## config.mk

```make
export PLATFORM = sky130hd
export DESIGN_NAME = stable_priority_queue_top
export DESIGN_NICKNAME = d
export VERILOG_FILES = /design/src/rtl/spq_pkg.sv /design/src/rtl/spq_slot.sv /design/src/rtl/stable_priority_queue_top.sv
export VERILOG_INCLUDE_DIRS = /design/src /design/src/rtl
export SDC_FILE = /design/constraint.sdc
export NUM_CORES = 1
export LEC_CHECK = 0
export BUFFER_PORTS_ARGS = -buffer_cell sky130_fd_sc_hd__buf_2
export CELL_PAD_IN_SITES_DETAIL_PLACEMENT = 1
export CELL_PAD_IN_SITES_GLOBAL_PLACEMENT = 2
export CORE_MARGIN = 4
export CORE_UTILIZATION = 45
export CTS_BUF_LIST = sky130_fd_sc_hd__clkbuf_8
export CTS_CLUSTER_SIZE = 12
export DETAILED_ROUTE_END_ITERATION = 16
export GPL_TIMING_DRIVEN = 0
export PLACE_DENSITY_LB_ADDON = 0.1
export SYNTH_ARGS = -nofsm -noshare
export SYNTH_HDL_FRONTEND = slang
export SYNTH_SLANG_ARGS = --single-unit
```

## constraint.sdc

```tcl
create_clock -name clock -period 4.5 [get_ports clock]
set_input_delay 0.225 -clock clock [delete_from_list [all_inputs] [get_ports clock]]
set_output_delay 0.225 -clock clock [all_outputs]
set_load 0.01 [all_outputs]
```

## src/rtl/stable_priority_queue_top_defines.svh

```systemverilog
// assertion helpers for the priority queue
`ifndef STABLE_PRIORITY_QUEUE_TOP_DEFINES_SVH
`define STABLE_PRIORITY_QUEUE_TOP_DEFINES_SVH

// condition holds in the same cycle
`define SPQ_ASSERT_NOW(label, clk, rst, cond, expr) \
   label: assert property (@(posedge clk) disable iff (rst) (cond) |-> (expr)) \
      else $error("priority queue check failed");

// condition holds from the next cycle
`define SPQ_ASSERT_NEXT(label, clk, rst, cond, expr) \
   label: assert property (@(posedge clk) disable iff (rst) (cond) |=> expr) \
      else $error("priority queue check failed");

`endif

```

## src/rtl/spq_pkg.sv

```systemverilog
package spq_pkg;

   typedef enum logic {
      KIND_INSERT = 1'b0,
      KIND_REMOVE = 1'b1
   } kind_type;

   typedef enum logic [1:0] {
      ERR_OK    = 2'd0,
      ERR_FULL  = 2'd1,
      ERR_EMPTY = 2'd2
   } error_type;

   typedef enum logic [1:0] {
      SLOT_HOLD,
      SLOT_TAKE_NEW,
      SLOT_FROM_PREV,
      SLOT_FROM_NEXT
   } slot_op_type;

   typedef struct packed {
      kind_type    kind;
      logic [15:0] entry_tag;
      logic [3:0]  entry_priority;
   } req_type;

   typedef struct packed {
      logic        out_valid;
      logic [15:0] out_tag;
      logic [3:0]  out_priority;
      error_type   error_code;
      logic        is_empty;
      logic        is_full;
      logic [4:0]  entry_count;
   } rsp_type;

endpackage

```

## src/rtl/spq_slot.sv

```systemverilog
module spq_slot #(
   parameter int TAG_BITS  = 16,
   parameter int PRIO_BITS = 4
) (
   input  logic                 clock,
   input  spq_pkg::slot_op_type op,
   input  logic [TAG_BITS-1:0]  new_tag,
   input  logic [PRIO_BITS-1:0] new_prio,
   input  logic [TAG_BITS-1:0]  prev_tag,
   input  logic [PRIO_BITS-1:0] prev_prio,
   input  logic [TAG_BITS-1:0]  next_tag,
   input  logic [PRIO_BITS-1:0] next_prio,
   output logic [TAG_BITS-1:0]  tag,
   output logic [PRIO_BITS-1:0] prio,
   output logic                 lower
);

   logic [TAG_BITS-1:0]  tag_ff;
   logic [TAG_BITS-1:0]  tag_in;
   logic [PRIO_BITS-1:0] prio_ff;
   logic [PRIO_BITS-1:0] prio_in;

   always_comb begin
      unique case (op)
         spq_pkg::SLOT_HOLD: begin
            tag_in  = tag_ff;
            prio_in = prio_ff;
         end
         spq_pkg::SLOT_TAKE_NEW: begin
            tag_in  = new_tag;
            prio_in = new_prio;
         end
         spq_pkg::SLOT_FROM_PREV: begin
            tag_in  = prev_tag;
            prio_in = prev_prio;
         end
         spq_pkg::SLOT_FROM_NEXT: begin
            tag_in  = next_tag;
            prio_in = next_prio;
         end
         default: begin
            tag_in  = tag_ff;
            prio_in = prio_ff;
         end
      endcase
   end

   always_ff @(posedge clock) begin
      tag_ff  <= tag_in;
      prio_ff <= prio_in;
   end

   assign tag   = tag_ff;
   assign prio  = prio_ff;
   assign lower = prio_ff < new_prio;

endmodule

```

## src/rtl/stable_priority_queue_top.sv

```systemverilog
// channel    ports                          handshake
// request    start, busy, req_data          taken when start high and busy low
// response   rsp_strobe, rsp_data           one cycle wide, cannot be held off
//
// one request per cycle; busy stays low
// response strobes once the request has passed through req_valid_ff and rsp_strobe_ff
// insert and remove finish in one pass over the slot row
// synchronous reset empties the queue; slot contents stay as they are

`include "stable_priority_queue_top_defines.svh"

module stable_priority_queue_top #(
   parameter int DEPTH     = 16,
   parameter int TAG_BITS  = 16,
   parameter int PRIO_BITS = 4
) (
   input  logic             clock,
   input  logic             reset,
   input  logic             start,
   output logic             busy,
   input  spq_pkg::req_type req_data,
   output logic             rsp_strobe,
   output spq_pkg::rsp_type rsp_data
);

   localparam int CNT_BITS = $clog2(DEPTH + 1);

   logic                            req_valid_ff;
   spq_pkg::req_type                req_ff;
   logic [CNT_BITS-1:0]             count_ff;
   logic [CNT_BITS-1:0]             count_in;
   logic                            rsp_strobe_ff;
   spq_pkg::rsp_type                rsp_ff;
   spq_pkg::rsp_type                rsp_in;

   logic [TAG_BITS-1:0]             new_tag;
   logic [PRIO_BITS-1:0]            new_prio;
   logic [DEPTH-1:0][TAG_BITS-1:0]  slot_tag;
   logic [DEPTH-1:0][PRIO_BITS-1:0] slot_prio;
   logic [DEPTH-1:0]                slot_lower;
   logic [DEPTH-1:0]                goes_below;
   spq_pkg::slot_op_type            slot_op [DEPTH];

   logic                            queue_full;
   logic                            queue_empty;
   logic                            do_insert;
   logic                            do_remove;

   assign busy     = 1'b0;
   assign new_tag  = TAG_BITS'(req_ff.entry_tag);
   assign new_prio = PRIO_BITS'(req_ff.entry_priority);

   assign queue_full  = count_ff == CNT_BITS'(DEPTH);
   assign queue_empty = count_ff == '0;
   assign do_insert   = req_valid_ff && (req_ff.kind == spq_pkg::KIND_INSERT) && !queue_full;
   assign do_remove   = req_valid_ff && (req_ff.kind == spq_pkg::KIND_REMOVE) && !queue_empty;

   for (genvar i = 0; i < DEPTH; i++) begin : g_slot
      logic [TAG_BITS-1:0]  prev_tag;
      logic [PRIO_BITS-1:0] prev_prio;
      logic [TAG_BITS-1:0]  next_tag;
      logic [PRIO_BITS-1:0] next_prio;
      logic                 above_below;

      assign goes_below[i] = (CNT_BITS'(i) >= count_ff) || slot_lower[i];

      if (i == 0) begin : g_first
         assign prev_tag    = new_tag;
         assign prev_prio   = new_prio;
         assign above_below = 1'b0;
      end else begin : g_rest
         assign prev_tag    = slot_tag[i-1];
         assign prev_prio   = slot_prio[i-1];
         assign above_below = goes_below[i-1];
      end

      if (i == DEPTH - 1) begin : g_last
         assign next_tag  = slot_tag[i];
         assign next_prio = slot_prio[i];
      end else begin : g_inner
         assign next_tag  = slot_tag[i+1];
         assign next_prio = slot_prio[i+1];
      end

      always_comb begin
         priority if (do_insert && goes_below[i]) begin
            slot_op[i] = above_below ? spq_pkg::SLOT_FROM_PREV : spq_pkg::SLOT_TAKE_NEW;
         end else if (do_remove && (i != DEPTH - 1)) begin
            slot_op[i] = spq_pkg::SLOT_FROM_NEXT;
         end else begin
            slot_op[i] = spq_pkg::SLOT_HOLD;
         end
      end

      spq_slot #(
         .TAG_BITS  (TAG_BITS),
         .PRIO_BITS (PRIO_BITS)
      ) u_slot (
         .clock     (clock),
         .op        (slot_op[i]),
         .new_tag   (new_tag),
         .new_prio  (new_prio),
         .prev_tag  (prev_tag),
         .prev_prio (prev_prio),
         .next_tag  (next_tag),
         .next_prio (next_prio),
         .tag       (slot_tag[i]),
         .prio      (slot_prio[i]),
         .lower     (slot_lower[i])
      );
   end

   always_comb begin
      count_in = count_ff;
      if (do_insert) begin
         count_in = count_ff + 1'b1;
      end else if (do_remove) begin
         count_in = count_ff - 1'b1;
      end
   end

   always_comb begin
      rsp_in.out_valid    = do_remove;
      rsp_in.out_tag      = do_remove ? 16'(slot_tag[0]) : '0;
      rsp_in.out_priority = do_remove ? 4'(slot_prio[0]) : '0;
      rsp_in.error_code   = spq_pkg::ERR_OK;
      if ((req_ff.kind == spq_pkg::KIND_INSERT) && queue_full) begin
         rsp_in.error_code = spq_pkg::ERR_FULL;
      end else if ((req_ff.kind == spq_pkg::KIND_REMOVE) && queue_empty) begin
         rsp_in.error_code = spq_pkg::ERR_EMPTY;
      end
      rsp_in.is_empty     = count_in == '0;
      rsp_in.is_full      = count_in == CNT_BITS'(DEPTH);
      rsp_in.entry_count  = 5'(count_in);
   end

   always_ff @(posedge clock) begin
      if (reset) begin
         req_valid_ff  <= 1'b0;
         count_ff      <= '0;
         rsp_strobe_ff <= 1'b0;
      end else begin
         req_valid_ff  <= start && !busy;
         count_ff      <= count_in;
         rsp_strobe_ff <= req_valid_ff;
      end
   end

   always_ff @(posedge clock) begin
      if (start && !busy) begin
         req_ff <= req_data;
      end
      if (req_valid_ff) begin
         rsp_ff <= rsp_in;
      end
   end

   assign rsp_strobe = rsp_strobe_ff;
   assign rsp_data   = rsp_ff;

   `SPQ_ASSERT_NOW(a_count_bound, clock, reset, 1'b1, count_ff <= CNT_BITS'(DEPTH))
   `SPQ_ASSERT_NEXT(a_rsp_follows, clock, reset, start && !busy, ##1 rsp_strobe_ff)
   `SPQ_ASSERT_NOW(a_removed_ok, clock, reset, rsp_strobe_ff && rsp_ff.out_valid,
                   rsp_ff.error_code == spq_pkg::ERR_OK)
   `SPQ_ASSERT_NEXT(a_insert_count, clock, reset, do_insert,
                    count_ff == CNT_BITS'($past(count_ff) + 1'b1))
   `SPQ_ASSERT_NOW(a_head_order, clock, reset, count_ff >= CNT_BITS'(2),
                   slot_prio[0] >= slot_prio[1])

endmodule

```

# Word-level counts from Yosys, hierarchy flattened

Cells that the tools add are included.

Add/sub/neg operators: 2
Order comparisons: 32
Eq/ne operators: 50
Multiplexer cells: 67
Bitwise gates (word level): 1
Reductions and logical operators: 60

Operator list:

| cell                | number |
|---|---|
| $pmux 16 s3         | 14 |
| $pmux 4 s3          | 14 |
| $mux 2              | 33 |
| $eq 2x2->1 const B  | 32 |
| $lt 4x4->1          | 16 |
| $pmux 16 s2         | 2 |
| $ge 4x5->1 const A  | 8 |
| $eq 2x1->1 const B  | 16 |
| $logic_not 2->1     | 16 |
| $logic_and 1x1->1   | 22 |
| $ge 3x5->1 const A  | 4 |
| $logic_or 1x1->1    | 16 |
| $pmux 4 s2          | 2 |
| $eq 5x5->1 const B  | 2 |
| $ge 1x5->1 const A  | 2 |
| $ge 2x5->1 const A  | 2 |
| $logic_not 5->1     | 2 |
| $mux 5              | 2 |
| $add 5x1->5 const B | 1 |
| $sub 5x1->5 const B | 1 |
| $reduce_or 2->1     | 2 |
| $logic_not 1->1     | 2 |
| $not 1->1           | 1 |

Register bits: 378
Input bits: 24
Output and inout port bits: 32
Word-level logic and storage cells: 257

# Logic depth before layout (Yosys ltp)

Word-level depth: 8
Depth in mapped cells: 12
Depth with buffers taken out: 10

# Cells and area by module

A second synthesis with hierarchy kept.

Cells, all modules: 1813
Area total of the unflattened synthesis: 20661.1 um2

Modules (own cells, without submodules):

| module                    | times used | cells each | area an instance (um2) | sequential area each (um2) |
|---|---|---|---|---|
| spq_slot                  | 16         | 99         | 1118.6                 | 600.6 |
| stable_priority_queue_top | 1          | 229        | 2763.9                 | 1671.6 |

# Least setup slack after synthesis

No wires, ideal clock.

Kind: reg-to-reg
From: reg req_ff (netlist bit g_slot[0].prev_prio[2])
To: reg g_slot[12].u_slot.prio_ff[0] (enable)
Setup time: 0.425 ns
Arrival: 3.239 ns
Data required time: 4.075 ns
Setup slack: 0.836 ns
Cell stages (with the launch flop): 7
Path buffers: 0
Period minus slack after synthesis: 3.664 ns
Path through: edfxtp_1 > clkinv_1 > ha_1 > a211o_1 > a31oi_1 > nor2_1 > o21ai_0

Word-level cells in the longest chain between the ends: 5
Elaborated cells between the ends (all ways): 8
Classes of those cells: order compare (2); mux (2); reduce/logical (4)

Ends and longest elaborated chain:

| what                                        | RTL line                                                         | text |
|---|---|---|
| from (decl)                                 | stable_priority_queue_top.sv:29                                  | `spq_pkg::req_type req_ff;` |
| from (signal assigned)                      | stable_priority_queue_top.sv:151                                 | `req_ff <= req_data;` |
| $lt 4x4->1                                  | spq_slot.sv:55                                                   | `assign lower = prio_ff < new_prio;` |
| $logic_or 1x1->1                            | stable_priority_queue_top.sv:65                                  | `assign goes_below[i] = (CNT_BITS'(i) >= count_ff) \|\| slot_lower[i];` |
| $mux 2 or $logic_and 1x1->1 (tied branches) | stable_priority_queue_top.sv:87, stable_priority_queue_top.sv:86 |  |
| $mux 2 *                                    | stable_priority_queue_top.sv:86                                  | `priority if (do_insert && goes_below[i]) begin` |
| $logic_not 2->1 *                           | spq_slot.sv:24                                                   | `unique case (op)` |
| to (signal assigned)                        | spq_slot.sv:50                                                   | `prio_ff <= prio_in;` |
| to (decl)                                   | spq_slot.sv:20                                                   | `logic [PRIO_BITS-1:0] prio_ff;` |

Mark *: on every way between the ends. The rest lies on a longest branch, timed or not.
A chain may end at the register's enable or synchronous reset.

# Worst setup path in the final report

From: reg req_ff (netlist bit g_slot[0].prev_prio[2])
To: reg g_slot[13].u_slot.tag_ff[11] (data pin)

Word-level cells in the longest chain between the ends: 6
Elaborated cells between the ends (all ways): 11
Classes of those cells: order compare (2); eq/ne (3); mux (3); reduce/logical (3)

Ends and longest elaborated chain:

| what                                        | RTL line                                                         | text |
|---|---|---|
| $lt 4x4->1                                  | spq_slot.sv:55                                                   |  |
| $logic_or 1x1->1                            | stable_priority_queue_top.sv:65                                  |  |
| $mux 2 or $logic_and 1x1->1 (tied branches) | stable_priority_queue_top.sv:87, stable_priority_queue_top.sv:86 |  |
| $mux 2 *                                    | stable_priority_queue_top.sv:86                                  |  |
| $eq 2x2->1 or $eq 2x1->1 (tied branches)    | spq_slot.sv:24                                                   |  |
| $pmux 16 s3 *                               | spq_slot.sv:24                                                   |  |
| via g_slot[13].u_slot.tag_in[11]            | spq_slot.sv:19                                                   | `logic [TAG_BITS-1:0] tag_in;` |
| to (signal assigned)                        | spq_slot.sv:49                                                   | `tag_ff <= tag_in;` |
| to (decl)                                   | spq_slot.sv:18                                                   | `logic [TAG_BITS-1:0] tag_ff;` |

The timed path passes the listed nets; every way through them passes the cells marked *.

==> metrics.yaml <==
sta:
  setup_violations: 0
  skew_ps: 25.8
  fin_crit_sh: 0.972
  final.setup.worst_slack_ps: 124
  slew_violations: 0
  min_period_ps: 4380
  rsz0062_at_grt: "no"
  worst_pin_slew_ps: 1130
  clock.fmax_mhz: 229
  final_hold_viol_count: 0
  tns_ps: 0
  slew_headroom: 0.248
power:
  totalPowerFinal_w: 0.00864
  peakVddDrop_mv: 0.269
  p_leak_nw: 7.44
  powerDensity_nw_per_um2: 420
synth:
  synth_area_sq_um: 18100
  synthTopCellsByArea: "edfxtp_1 (62%), a22oi_1 (9.8%), o21ai_0 (5.7%)"
  yosys.area.top_type: "edfxtp_1"
  yosysWarnings: 0
  synth_area_per_cell_sq_um: 12.4
  yosysMostFrequentCell: "edfxtp_1"
  syn_inst: 1458
  synth-async-reset-ratio: 0
  yosysUniqueCellTypes: 66
  synth_ff_type: "edfxtp_1"
  synthesis.nets: 1535
  synthTopCellsByCount: "edfxtp_1 (371), a22oi_1 (237), o21ai_0 (205)"
  ys_seq_area_frac: 0.624
  ys_ff_latch: 378
  synth_top_area_frac: 0.617
  synth-edff-count: 371
run_status:
  status: "finished clean"
setup_path:
  crit_chain: "clkinv_1 -> ha_1 -> o21a_1 -> o31ai_1 -> a221oi_1 -> o21ai_2 -> o21a_1 -> clkbuf_1 -> o21ai_0"
  start_kind: "flop"
  crit_required_ps: 4820
  slowest_delay_ps: 860
  cpMaxStageDelayCell: "clkinv_1"
  path_class: "reg2reg"
  crit_arrival_ps: 4700
  critPathBufInv: 2
  cp_top_family: "buffers and inverters"
  cp_common_cell: "o21a_1"
  crit_fanout: 24
  end_kind: "flop"
die:
  die_y_um: 208
  ios: 56
  die_area_sq_um: 43400
  num_rows: 73
  initial_utilization: 0.455
  core_sq_um: 39700
  die_x_um: 208
grt:
  antenna_found_initial: 0
  track_usage: 0.285
  grt_overflow: 0
  grt_pass1_vias: 14400
  grt_pass1_wl_um: 92800
  grt_max_degree: 35
final_layout:
  nets: 1690
  post-route-util: 0.518
  finalInstanceArea_sq_um: 20600
  n_fill_cell: 4153
  multi_input_area_sq_um: 6140
  drive_above_1_share: 0.150
  area_growth_pct: 13.9
  regArea_sq_um: 11300
clock_network:
  cts_made_buffers: 69
  htreeDepth: 3
  cts_buffer_depth: 3
  cts_root_buf: "clkbuf_8"
  cts_setup_buffers: 0
  cts_num_sinks: 378
  clk_latency_ps: 620
  cts_tree: "done"
  clk_pin_slew_ps: 60
placement:
  place.gp.congestion: 0.854
  dpl_cell_area_sq_um: 19200
  port_buffers: 54
  place_ws_ps: 76.7
  hpwl_um: 46400
run:
  drv_cap: 0
drt:
  ant_nets: 0
  first_pass_iters: 5
  drt-initial-drc-count: 1545
  wl_per_cell_um: 29.1
  vias_per_cell: 6.30
  dr_total_vias: 13800
  drc: 0
  drt_wl_total_um: 63800
worst_hold_path:
  hold_path_class: "in2reg"
## metal layers
layer  vias to the layer above  global-route usage  part of all wire
li1                       6034                   -                 -
met3                       129              0.0467             0.070
met5                         -                   0                 0
met2                       652               0.462              0.47
met1                      6973               0.387              0.42
met4                         0               0.112             0.036
## state kept, by name, indices dropped and copies added (netlist names)
name / flops
g_slot.u_slot.tag: 256
g_slot.u_slot.prio: 64
rsp_data: 30
g_slot.prev_tag: 16
count_ff: 5
g_slot.prev_prio: 4
req_ff: 1
req_valid_ff: 1
rsp_strobe: 1
## cell families (layout without fill, tap and decap cells)
family,Yosys count,in the layout,share of synthesized area
AO/OA/AOI/OAI,556,556,0.208
XOR/XNOR,4,4,0.00235
adder cells (fa/ha/maj),53,53,0.0367
buffers and inverters,137,341,0.0377
flip-flops,378,378,0.624
multiplexers,26,26,0.0165
other,1,2,0.000208
AND/OR/NAND/NOR,303,303,0.0746
## worst paths after layout
check,start,endpoint,slack [ps],depth (start not counted)
setup / recovery,g_slot[0].prev_prio[2],g_slot[13].u_slot.tag[11],120,9
hold / removal,start,g_slot[0].prev_tag[2],150,1
setup reg to reg,g_slot[0].prev_prio[2],g_slot[13].u_slot.tag[11],120,9
hold reg to reg,g_slot[0].u_slot.tag[7],rsp_data[20],550,1
## per-stage QoR
stage / std cells / hold WS [ps]
floorplan: 1458 / 297
global placement: 2037 / 401
detailed placement: 2045 / 403
CTS: 2187 / 145
global route: 2187 / 180
finish: 2188 / 149
## cell type report
type | instances | area share
clock inverter | 50 | 0.0106
multi-input combinational | 943 | 0.298
antenna | 1 | 0.000122
buffer | 109 | 0.0279
inverter | 28 | 0.00541
timing repair buffer | 84 | 0.0303
tap | 525 | 0.0319
sequential | 378 | 0.548
clock buffer | 70 | 0.0468
## placed cells by master (no fill, tap or decap), drive strengths merged, types with 2 or more instances in the layout
master | Yosys | layout
a2111o | 4 | 4
mux2 | 20 | 20
clkbuf | 31 | 101
o21ai | 224 | 224
nor3b | 2 | 2
dfxtp | 7 | 7
nand2b | 16 | 16
nor2 | 77 | 77
clkinvlp | 0 | 5
a221oi | 2 | 2
nand2 | 154 | 154
a21oi | 4 | 4
buf | 78 | 140
a211oi | 4 | 4
and2 | 20 | 20
a31oi | 4 | 4
a31o | 3 | 3
ha | 53 | 53
nor3 | 11 | 11
o21a | 10 | 10
o31ai | 3 | 3
nor2b | 4 | 4
nand3 | 6 | 6
inv | 25 | 46
a21boi | 2 | 2
a22oi | 238 | 238
clkinv | 3 | 27
a21o | 5 | 5
a221o | 43 | 43
xnor2 | 3 | 3
mux2i | 6 | 6
nand4 | 2 | 2
edfxtp | 371 | 371
dlygate4sd3 | 0 | 22
and3 | 4 | 4
## power by group
part / internal [W] / total [W] / switching (W)
Clock: 0.00145 / 0.00295 / 0.00150
Sequential: 0.00427 / 0.00447 / 0.000200
Combinational: 0.000398 / 0.00122 / 0.000823
## what timing repair did
item	4_1_cts	5_1_grt
endpoints found under the setup margin	0	2
resized for setup	0	1
endpoints found under the hold margin	28	0
hold buffers	22	0
No activity file was read; power rests on OpenSTA's default activity.
